## src/b2da_pkg.sv

```systemverilog
package b2da_pkg;

  localparam int unsigned DefaultValueWidth = 32;

  localparam logic [7:0] CharZero  = 8'h30;
  localparam logic [7:0] CharMinus = 8'h2D;
  localparam logic [7:0] CharCr    = 8'h0D;
  localparam logic [7:0] CharLf    = 8'h0A;

  typedef struct packed {
    logic [31:0] value;
    logic        is_signed;
    logic        append_newline;
  } item_in_t;

  typedef struct packed {
    logic [7:0] ascii_char;
    logic       last_char;
  } item_out_t;

  typedef enum logic [2:0] {
    StIdle,
    StConv,
    StDigit,
    StCr,
    StLf
  } state_e;

  typedef enum logic [1:0] {
    SelMinus,
    SelDigit,
    SelCr,
    SelLf
  } char_sel_e;

  typedef struct packed {
    logic      load;
    logic      convert;
    logic      shift;
    logic      emit;
    char_sel_e sel;
    logic      last;
  } dp_cmd_t;

  typedef struct packed {
    logic neg;
    logic nl;
    logic top_zero;
  } dp_status_t;

endpackage

```

## src/b2da_datapath.sv

```systemverilog
module b2da_datapath import b2da_pkg::*; #(
  parameter int unsigned VALUE_WIDTH = DefaultValueWidth
) (
  input  logic       clk_i,
  input  logic       rst_ni,
  input  item_in_t   item_i,
  input  dp_cmd_t    cmd_i,
  output dp_status_t status_o,
  output item_out_t  result_o,
  output logic       result_valid_o
);

  localparam int unsigned PadW      = VALUE_WIDTH + (VALUE_WIDTH % 2);
  localparam int unsigned NumDigits = (VALUE_WIDTH * 1233) / 4096 + 1;
  localparam int unsigned BcdW      = NumDigits * 4;

  logic [PadW-1:0]        bin_q, bin_d;
  logic [BcdW-1:0]        bcd_q, bcd_d;
  logic                   neg_q, nl_q;
  item_out_t              out_q, out_d;
  logic                   valid_q;

  logic [63:0]            raw;
  logic [VALUE_WIDTH-1:0] val_w;
  logic [VALUE_WIDTH-1:0] mag;
  logic                   neg_in;
  logic [3:0]             top;

  assign raw    = {32'b0, item_i.value};
  assign val_w  = raw[VALUE_WIDTH-1:0];
  assign neg_in = item_i.is_signed & val_w[VALUE_WIDTH-1];
  assign mag    = neg_in ? (~val_w + VALUE_WIDTH'(1)) : val_w;
  assign top    = bcd_q[BcdW-1 -: 4];

  // two shift-add-3 steps per cycle
  always_comb begin
    logic [BcdW-1:0] b;
    logic [PadW-1:0] s;
    b = bcd_q;
    s = bin_q;
    bin_d = bin_q;
    bcd_d = bcd_q;
    if (cmd_i.load) begin
      bin_d = '0;
      bin_d[VALUE_WIDTH-1:0] = mag;
      bcd_d = '0;
    end else if (cmd_i.convert) begin
      for (int st = 0; st < 2; st++) begin
        for (int d = 0; d < NumDigits; d++) begin
          if (b[d*4 +: 4] >= 4'd5) begin
            b[d*4 +: 4] = b[d*4 +: 4] + 4'd3;
          end
        end
        b = {b[BcdW-2:0], s[PadW-1]};
        s = {s[PadW-2:0], 1'b0};
      end
      bin_d = s;
      bcd_d = b;
    end else if (cmd_i.shift) begin
      bcd_d = {bcd_q[BcdW-5:0], 4'b0};
    end
  end

  always_comb begin
    out_d.last_char = cmd_i.last;
    case (cmd_i.sel)
      SelMinus: out_d.ascii_char = CharMinus;
      SelDigit: out_d.ascii_char = CharZero + {4'b0, top};
      SelCr:    out_d.ascii_char = CharCr;
      SelLf:    out_d.ascii_char = CharLf;
      default:  out_d.ascii_char = CharZero;
    endcase
  end

  always_ff @(posedge clk_i) begin
    bin_q <= bin_d;
    bcd_q <= bcd_d;
    if (cmd_i.load) begin
      neg_q <= neg_in;
      nl_q  <= item_i.append_newline;
    end
    if (cmd_i.emit) begin
      out_q <= out_d;
    end
  end

  always_ff @(posedge clk_i or negedge rst_ni) begin
    if (!rst_ni) begin
      valid_q <= 1'b0;
    end else begin
      valid_q <= cmd_i.emit;
    end
  end

  assign status_o.neg      = neg_q;
  assign status_o.nl       = nl_q;
  assign status_o.top_zero = (top == 4'd0);
  assign result_o          = out_q;
  assign result_valid_o    = valid_q;

endmodule

```

## src/b2da_ctrl.sv

```systemverilog
module b2da_ctrl import b2da_pkg::*; #(
  parameter int unsigned VALUE_WIDTH = DefaultValueWidth
) (
  input  logic       clk_i,
  input  logic       rst_ni,
  input  logic       start,
  output logic       busy,
  input  dp_status_t status_i,
  output dp_cmd_t    cmd_o
);

  localparam int unsigned PadW      = VALUE_WIDTH + (VALUE_WIDTH % 2);
  localparam int unsigned Steps     = PadW / 2;
  localparam int unsigned NumDigits = (VALUE_WIDTH * 1233) / 4096 + 1;
  localparam int unsigned StepW     = $clog2(Steps);
  localparam int unsigned DigW      = $clog2(NumDigits + 1);

  state_e            state_q, state_d;
  logic [StepW-1:0]  step_q;
  logic [DigW-1:0]   digit_q;
  logic              first_q;
  logic              started_q;
  logic              digit_one;

  assign digit_one = (digit_q == DigW'(1));
  assign busy      = (state_q != StIdle);

  always_comb begin
    state_d = state_q;
    case (state_q)
      StIdle:  if (start) state_d = StConv;
      StConv:  if (step_q == StepW'(Steps - 1)) state_d = StDigit;
      StDigit: begin
        if (digit_one) state_d = status_i.nl ? StCr : StIdle;
      end
      StCr:    state_d = StLf;
      StLf:    state_d = StIdle;
      default: state_d = StIdle;
    endcase
  end

  always_comb begin
    cmd_o = '0;
    cmd_o.sel = SelDigit;
    case (state_q)
      StIdle: cmd_o.load = start;
      StConv: begin
        cmd_o.convert = 1'b1;
        if (first_q && status_i.neg) begin
          cmd_o.emit = 1'b1;
          cmd_o.sel  = SelMinus;
        end
      end
      StDigit: begin
        cmd_o.shift = 1'b1;
        if (started_q || !status_i.top_zero || digit_one) begin
          cmd_o.emit = 1'b1;
          cmd_o.last = digit_one && !status_i.nl;
        end
      end
      StCr: begin
        cmd_o.emit = 1'b1;
        cmd_o.sel  = SelCr;
      end
      StLf: begin
        cmd_o.emit = 1'b1;
        cmd_o.sel  = SelLf;
        cmd_o.last = 1'b1;
      end
      default: cmd_o = '0;
    endcase
  end

  always_ff @(posedge clk_i or negedge rst_ni) begin
    if (!rst_ni) begin
      state_q   <= StIdle;
      step_q    <= '0;
      digit_q   <= '0;
      first_q   <= 1'b0;
      started_q <= 1'b0;
    end else begin
      state_q <= state_d;
      if (cmd_o.load) begin
        step_q    <= '0;
        digit_q   <= DigW'(NumDigits);
        first_q   <= 1'b1;
        started_q <= 1'b0;
      end else begin
        if (cmd_o.convert) begin
          step_q  <= step_q + StepW'(1);
          first_q <= 1'b0;
        end
        if (cmd_o.shift) begin
          digit_q <= digit_q - DigW'(1);
          if (cmd_o.emit) started_q <= 1'b1;
        end
      end
    end
  end

endmodule

```

## src/binary_to_decimal_ascii.sv

```systemverilog
// A leading minus sign is registered for output in the first conversion step; the digits
// follow once the shift-add-3 loop is done, with leading zero slots skipped (last slot shown).
// The 2-bit-per-cycle shift-add-3 loop is followed by a one-slot-per-cycle digit scan over
// D decimal digit slots (10 at 32 bits); CR and LF follow when append_newline is set.
// The receiver cannot stall. A new number is taken only while idle (busy low).
// Reset (async, active low) returns the controller to idle and drops the result strobe.
module binary_to_decimal_ascii import b2da_pkg::*; #(
  parameter int unsigned VALUE_WIDTH = DefaultValueWidth
) (
  input  logic      clk_i,
  input  logic      rst_ni,
  input  logic      start,
  output logic      busy,
  input  item_in_t  item_i,
  output item_out_t result_o,
  output logic      result_valid_o
);

  dp_cmd_t    cmd;
  dp_status_t status;

  b2da_ctrl #(
    .VALUE_WIDTH(VALUE_WIDTH)
  ) u_ctrl (
    .clk_i    (clk_i),
    .rst_ni   (rst_ni),
    .start    (start),
    .busy     (busy),
    .status_i (status),
    .cmd_o    (cmd)
  );

  b2da_datapath #(
    .VALUE_WIDTH(VALUE_WIDTH)
  ) u_datapath (
    .clk_i          (clk_i),
    .rst_ni         (rst_ni),
    .item_i         (item_i),
    .cmd_i          (cmd),
    .status_o       (status),
    .result_o       (result_o),
    .result_valid_o (result_valid_o)
  );

endmodule

```

## config.mk

```make
export PLATFORM = sky130hd
export DESIGN_NAME = binary_to_decimal_ascii
export DESIGN_NICKNAME = d
export VERILOG_FILES = /design/src/b2da_pkg.sv /design/src/b2da_datapath.sv /design/src/b2da_ctrl.sv /design/src/binary_to_decimal_ascii.sv
export SDC_FILE = /design/constraint.sdc
export NUM_CORES = 1
export LEC_CHECK = 0
export ABC_AREA = 1
export BUFFER_PORTS_ARGS = -buffer_cell sky130_fd_sc_hd__buf_2
export CORE_ASPECT_RATIO = 2
export CORE_MARGIN = 4
export CORE_UTILIZATION = 55
export CTS_CLUSTER_SIZE = 40
export DETAILED_ROUTE_END_ITERATION = 6
export PLACE_DENSITY = 0.77
export SLEW_MARGIN = 20
export SYNTH_ARGS = -nofsm -noshare
export SYNTH_HDL_FRONTEND = slang
export SYNTH_SLANG_ARGS = --single-unit
```

## constraint.sdc

```tcl
create_clock -name clk_i -period 2.18 [get_ports clk_i]
set_input_delay 0.436 -clock clk_i [delete_from_list [all_inputs] [get_ports clk_i]]
set_output_delay 0.436 -clock clk_i [all_outputs]
set_load 0.02 [all_outputs]
```

==> reports/qor.yml, run 1 <==
min_path:
  min_path_cells: 1
  hp-class: "input port to flop"
  holdPathEnd: "u_datapath.nl_q$_DFFE_PP_"
  holdCritStartpoint: "item_i[0]"
synth:
  synth_common_cells: "nand2_1, inv_1, nand3_1, o21ai_0, a21oi_1"
  synthArstFlopShare: 0.147
  synth_flop_cell: "edfxtp_1"
  synth.largest_area_cell: "edfxtp_1"
  synth_warnings: 0
  synth_most_common_cell: "nand2_1"
  yosysTopAreaCellShare: 0.179
  avgSynthCellArea_um2: 6.97
  synth.cell_area_um2: 6870
  seq_area_frac_synth: 0.347
  yosysUniqueCellTypes: 42
  ys_seq_elements: 95
  synthCells: 986
  yosys-top-cells-area: "edfxtp_1, nand2_1, dfxtp_1"
  synth-edff-count: 41
global_routing:
  grt_max_degree: 33
  track_usage: 0.251
  grt_pass1_wl_um: 28900
  grt_pass1_vias: 6512
  antenna_found_initial: 1
  overflow: 0
run_status:
  status: "finished clean"
sta:
  rsz0062_at_grt: "false"
  tns_ns: 0
  setup_violations: 0
  slew_violations: 0
  fin_skew_ns: 0.00879
  fin_crit_ns: 1.98
  min_period_over_period: 0.910
  worstMarginPinSlew_ns: 0.891
  clock.fmax_ghz: 0.504
  relSlewSlack: 0.403
  timing.final.hold_violations: 0
clocking:
  cts_buffer_depth: 2
  numCtsBuffers: 9
  cts_num_sinks: 95
  cts_htree_levels: 3
  insertion_delay_ns: 0.35
  cts_tree: "done"
  cts-root-buf: "clkbuf_16"
  clk_pin_slew_ns: 0.07
setup_path:
  rrSetupSlack_ns: 0.20
  endpoint_kind: "flop"
  start_kind: "flop"
  reg2reg_from: "u_datapath.bcd_q[36]$_SDFFE_PP0P_"
  arrival_ns: 2.23
  reg2reg_depth: 16
  timing.rr.end: "u_datapath.bcd_q[38]$_SDFFE_PP0P_"
  worstPathRequired_ns: 2.43
  worstPathMaxFanout: 5
  worstSetupPathType: "flop to flop"
floorplanning:
  boundaryPins: 48
  die_area_um2: 14500
  dieWidth_um: 87.1
  rows: 57
  die_y_um: 166
  initial_core_util: 0.564
  coreArea_um2: 12200
layout:
  nets: 1098
  syn_to_final_growth_pct: 11.9
  drive_gt1_frac: 0.143
  instances_no_fill: 1186
  num_antenna_cells: 0
  fillers: 1108
placement:
  placed_cells: 1168
  gp_congestion: 0.969
  portBuffers: 45
  dp_hpwl_um: 13400
routing:
  drcViolationCount: 0
  routed_wl_um: 17600
  drtIter0Drc: 433
  vias: 6645
  ant_nets: 0
  drt-pass1-iter-count: 7
  routed_via_density: 5.60
  wire_per_inst_um: 14.8
power_and_ir_drop:
  p_seq_frac: 0.264
  intPower_mw: 7.00
  p_per_area_nw_per_um2: 1800
  power.ir.vdd_worst_uv: 827
  switchingPower_mw: 6.88
  p_comb_frac: 0.616
  switching_share: 0.496
  p_leak_nw: 3.82
  clkPwrFrac: 0.120
run:
  drv_cap: 0
[power groups by stage]
stage	combinational, mW	clock, mW	sequential [mW]
after floorplan	6.42	0	3.61
after global placement	8.19	0	3.65
after detailed placement	8.40	0	3.67
after CTS	8.46	1.69	3.65
after global routing	9.67	1.77	3.75
final	8.55	1.66	3.66
[registers in the layout, indices dropped and copies added (netlist names)]
name	cells
u_datapath.bcd_q	40
u_datapath.result_o	7
u_ctrl.started_q	1
u_datapath.nl_q	1
u_datapath.result_valid_o	1
u_ctrl.first_q	1
u_datapath.neg_q	1
u_datapath.bin_q	32
u_ctrl.state_q	3
u_ctrl.step_q	4
u_ctrl.digit_q	4
[worst max-delay path by stage]
stage,from,end,slack (ns),cells after the start
final,u_datapath.bcd_q[36]$_SDFFE_PP0P_,u_datapath.bcd_q[38]$_SDFFE_PP0P_,0.20,16
after global routing,u_datapath.bcd_q[32]$_SDFFE_PP0P_,u_datapath.bcd_q[38]$_SDFFE_PP0P_,0.007,16
after CTS,u_datapath.bcd_q[36]$_SDFFE_PP0P_,u_datapath.bcd_q[38]$_SDFFE_PP0P_,0.09,16
after detailed placement,u_datapath.bcd_q[36]$_SDFFE_PP0P_,u_datapath.bcd_q[38]$_SDFFE_PP0P_,0.11,16
after global placement,u_datapath.bcd_q[36]$_SDFFE_PP0P_,u_datapath.bcd_q[38]$_SDFFE_PP0P_,0.16,16
after floorplan,u_ctrl.state_q[2]$_DFFE_PN0P_,u_datapath.bin_q[0]$_SDFFCE_PN0P_,0.21,7
[area by class of cell]
class                   instances  area, µm²  area share
multi-input cells             711       3780       0.491
flip-flops and latches         95       2380       0.310
inverters                     151        569      0.0740
repair buffers                 66        460      0.0599
clock buffers                   9        225      0.0293
well taps                     147        184      0.0239
clock inverters                 7       87.6      0.0114
[what timing repair did]
| item | CTS | global route |
|---|---|---|
| endpoints found under the hold margin | 14 | 0 |
| setup buffers | 0 | 1 |
| endpoints found under the setup margin | 0 | 3 |
| hold buffers | 1 | 0 |
| gates resized for setup | 0 | 6 |
[layout by cell type (no fill, tap or decap), types with 2 or more instances in the layout]
master       n
a21oi_1     47
a21oi_2      4
a221oi_1     4
a221oi_2     3
buf_12       6
buf_2       45
buf_4       14
bufinv_16    2
clkbuf_16    9
clkinv_1     3
conb_1       2
dfrtp_1     14
dfxtp_1     38
dfxtp_2      2
edfxtp_1    41
ha_1        27
inv_1      139
inv_2       11
nand2_1    282
nand2_2     20
nand2_4      4
nand3_1     81
nand3_2     13
nand4_1     19
nor2_1      42
nor2_2       7
nor3_1       6
o211ai_1     6
o21ai_0     81
o21ai_1     16
o221ai_1     7
xor2_1      29
[per-stage QoR]
stage | worst slack, ns | area (µm²) | utilization | hold slack (ns) | total power, mW
after global routing | 0.00734 | 7690 | 0.631 | 0.260 | 15.2
after CTS | 0.0943 | 7670 | 0.629 | 0.253 | 13.8
after floorplan | 0.210 | 6880 | - | 0.140 | 10.0
final | 0.197 | 7690 | 0.631 | 0.265 | 13.9
after detailed placement | 0.107 | 7350 | 0.603 | 0.341 | 12.1
after global placement | 0.157 | 7350 | 0.603 | 0.343 | 11.8
[logic make-up (layout without fill, tap and decap cells)]
kind of cell | Yosys count | in the layout | share of synthesized area
xor gates and xnor gates | 32 | 32 | 0.0435
AOI/OAI and AO/OA | 171 | 171 | 0.140
adders and majority gates | 27 | 27 | 0.0491
and+or+nand+nor | 479 | 479 | 0.314
DFF | 95 | 95 | 0.347
buffers and inverters | 181 | 233 | 0.106
other | 1 | 2 | 0.000546
[routing by layer]
| layer | track usage | wire [µm] | vias to the layer above |
|---|---|---|---|
| met3 | 0.0372 | 679 | 70 |
| met5 | 0 | 8 | - |
| met4 | 0.149 | 970 | 2 |
| met1 | 0.232 | 6000 | 3074 |
| li1 | - | - | 3305 |
| met2 | 0.485 | 9940 | 194 |
[critical path, stage by stage (launching register included)]
cell and delay (ns):
dfxtp_1 0.34, inv_2 0.07, ha_1 0.20, inv_1 0.05, nand2_1 0.07, nand3_1 0.13, xor2_2 0.21, ha_1 0.20
inv_1 0.06, nor2_1 0.11, o21ai_2 0.09, nand2_1 0.06, o21ai_0 0.08, nand2_1 0.07, nand3_1 0.06, nand2_1 0.06
inv_1 0.03
No activity file was read; power rests on OpenSTA's default activity.
==> inputs of run 2 (changes only) <==
--- a/config.mk
+++ b/config.mk
@@ -13,6 +13,7 @@
 export CTS_CLUSTER_SIZE = 40
 export DETAILED_ROUTE_END_ITERATION = 6
 export PLACE_DENSITY = 0.77
+export REMOVE_ABC_BUFFERS = 1
 export SLEW_MARGIN = 20
 export SYNTH_ARGS = -nofsm -noshare
 export SYNTH_HDL_FRONTEND = slang
==> run 2 against run 1 <==
  * Sequential power about the same
  * Sequential cell count is the same
  * Combinational power decreased by 2%
  * Count of clock-buffer cells in the layout is 1 higher
  * Clock power shrank 9%
  * Power shrank 2.6%
  * Worst hold slack worse by 0.0031 ns
  * Highest routed layer is now met4
  * Critical endpoint unchanged
  * Die area did not move
  * Fmax increased by 1.1%
  * Register-to-register slack better by 0.02 ns
==> reports/qor.yml, run 2 (synthesis gave the netlist of run 1 again) <==
floorplanning:
  die_y_um: 166  # unchanged
  die_area_um2: 14500  # unchanged
  initial_core_util: 0.564  # unchanged
  boundaryPins: 48  # unchanged
  coreArea_um2: 12200  # unchanged
  rows: 57  # unchanged
  dieWidth_um: 87.1  # unchanged
sta:
  timing.final.hold_violations: 0  # unchanged
  setup_violations: 0  # unchanged
  fin_crit_ns: 1.96  # was 1.98 ns
  clock.fmax_ghz: 0.510  # was 0.504 GHz
  fin_skew_ns: 0.0109  # was 0.00879 ns
  min_period_over_period: 0.900  # was 0.910
  slew_violations: 0  # unchanged
placement:
  place_area_um2: 7300  # was 7350 µm²
  gp_congestion: 0.922  # was 0.969
  portBuffers: 45  # unchanged
  dp_hpwl_um: 12700  # was 13400 µm
layout:
  syn_to_final_growth_pct: 10.9  # was 11.9%
  fillers: 1080  # was 1108
  top_register: "u_datapath.bcd_q"  # unchanged
  final_common_cell: "nand2_1"  # unchanged
  multi_input_area_um2: 3780  # about the same
  num_antenna_cells: 0  # unchanged
  drive_gt1_frac: 0.145  # was 0.143
  layout_common_cells: "nand2_1, inv_1, o21ai_0"  # was nand2_1, inv_1, nand3_1, o21ai_0, a21oi_1
  finish.utilization: 0.625  # was 0.631
  fin_area_um2: 7620  # was 7690 µm²
  nets: 1099  # was 1098
  register_area_um2: 2390  # was 2380 µm²
  largest_reg_flops: 40  # unchanged
clocking:
  cts_buffer_depth: 2  # unchanged
  cts-root-buf: "clkbuf_16"  # unchanged
  clk_pin_slew_ns: 0.07  # about the same
  numCtsBuffers: 9  # unchanged
  cts_htree_levels: 3  # unchanged
  cts_tree: "done"  # unchanged
  insertion_delay_ns: 0.35  # about the same
  cts_num_sinks: 95  # unchanged
global_routing:
  antenna_found_initial: 0  # was 1
  grt_max_degree: 45  # was 33
  overflow: 0  # unchanged
  grt_pass1_vias: 6389  # was 6512
  track_usage: 0.235  # was 0.251
  grt_pass1_wl_um: 27600  # was 28900 µm
setup_path:
  worstPathRequired_ns: 2.43  # about the same
  start_kind: "flop"  # unchanged
  worstSetupPathType: "flop to flop"  # unchanged
  worstPathMaxFanout: 4  # was 5
  endpoint_kind: "flop"  # unchanged
  arrival_ns: 2.21  # was 2.23 ns
power_and_ir_drop:
  p_per_area_nw_per_um2: 1770  # was 1800 nW/µm²
  power.ir.vdd_worst_uv: 742  # was 827 µV
  p_leak_nw: 3.80  # was 3.82 nW
routing:
  drt-pass1-iter-count: 5  # was 7
  wire_per_inst_um: 13.9  # was 14.8 µm
  drcViolationCount: 0  # unchanged
  ant_nets: 0  # unchanged
  routed_via_density: 5.44  # was 5.60
  drtIter0Drc: 362  # was 433
  vias: 6453  # was 6645
  routed_wl_um: 16500  # was 17600 µm
run_status:
  status: "finished clean"  # unchanged
min_path:
  hp-class: "input port to flop"  # unchanged
run:
  drv_cap: 0  # unchanged
-- run 2: through the flow --
| stage | std cells | TNS [ns] | power [mW] | hold WS (ns) | worst slack, ns |
|---|---|---|---|---|---|
| after floorplan | 957 | -10.54 | 9.82 | 0.140 | -0.326 |
| after global placement | 1169 | 0 | 11.7 | 0.353 | 0.0819 |
| after detailed placement | 1169 | 0 | 11.9 | 0.354 | 0.0651 |
| after CTS | 1186 | 0 | 13.5 | 0.252 | 0.103 |
| after global routing | 1187 | -0.00951 | 14.9 | 0.245 | -0.00855 |
| final | 1187 | 0 | 13.5 | 0.262 | 0.218 |
-- run 2: final cells by class --
type / instances / area share
tap: 147 / 0.0241
inverter: 151 / 0.0747
clock buffer: 10 / 0.0300
clock inverter: 6 / 0.00689
sequential: 95 / 0.313
multi-input combinational: 711 / 0.496
timing repair buffer: 67 / 0.0548
-- run 2: report_power, final --
group	switching (mW)	leakage (nW)	internal (mW)
Sequential	0.573	0.907	3.07
Combinational	5.51	2.76	2.85
Clock	0.717	0.132	0.793
Total	6.80	3.80	6.71
-- run 2: metal layers --
layer | routed length [µm] | global-route usage | part of all wire | vias to the layer above
met5 | 0 | 0 | 0 | -
li1 | - | - | - | 3307
met3 | 505 | 0.0303 | 0.031 | 55
met2 | 9300 | 0.458 | 0.56 | 159
met1 | 5970 | 0.227 | 0.36 | 2932
met4 | 721 | 0.115 | 0.044 | 0
-- run 2: worst paths after layout --
path | startpoint | slack [ns] | cells after the start | to
min reg2reg | u_datapath.bcd_q[17]$_SDFFE_PP0P_ | 0.47 | 2 | u_datapath.bcd_q[17]$_SDFFE_PP0P_
min | item_i[0] | 0.26 | 1 | u_datapath.nl_q$_DFFE_PP_
max | u_datapath.bcd_q[36]$_SDFFE_PP0P_ | 0.22 | 16 | u_datapath.bcd_q[38]$_SDFFE_PP0P_
min in group asynchronous | rst_ni | 0.52 | 2 | u_ctrl.started_q$_DFFE_PN0P_
max in group asynchronous | rst_ni | 1.40 | 2 | u_ctrl.digit_q[3]$_DFFE_PN0P_
max reg2reg | u_datapath.bcd_q[36]$_SDFFE_PP0P_ | 0.22 | 16 | u_datapath.bcd_q[38]$_SDFFE_PP0P_
-- run 2: critical path: stages, from the launching register on --
cell and delay, ns:
dfxtp_1 0.34, inv_1 0.06, ha_1 0.20, inv_1 0.05, nand2_1 0.09, nand3_2 0.12
xor2_2 0.19, ha_1 0.19, inv_1 0.05, nor2_1 0.12, o21ai_2 0.09, nand2_1 0.06
o21ai_0 0.07, nand2_1 0.06, nand3_1 0.06, nand2_1 0.06, inv_1 0.03
-- run 2: what timing repair did --
item | 4_1_cts | 5_1_grt
hold endpoints to repair | 14 | 0
endpoints found under the setup margin | 0 | 3
resized for setup | 0 | 7
hold buffers | 1 | 0
setup buffers | 0 | 1
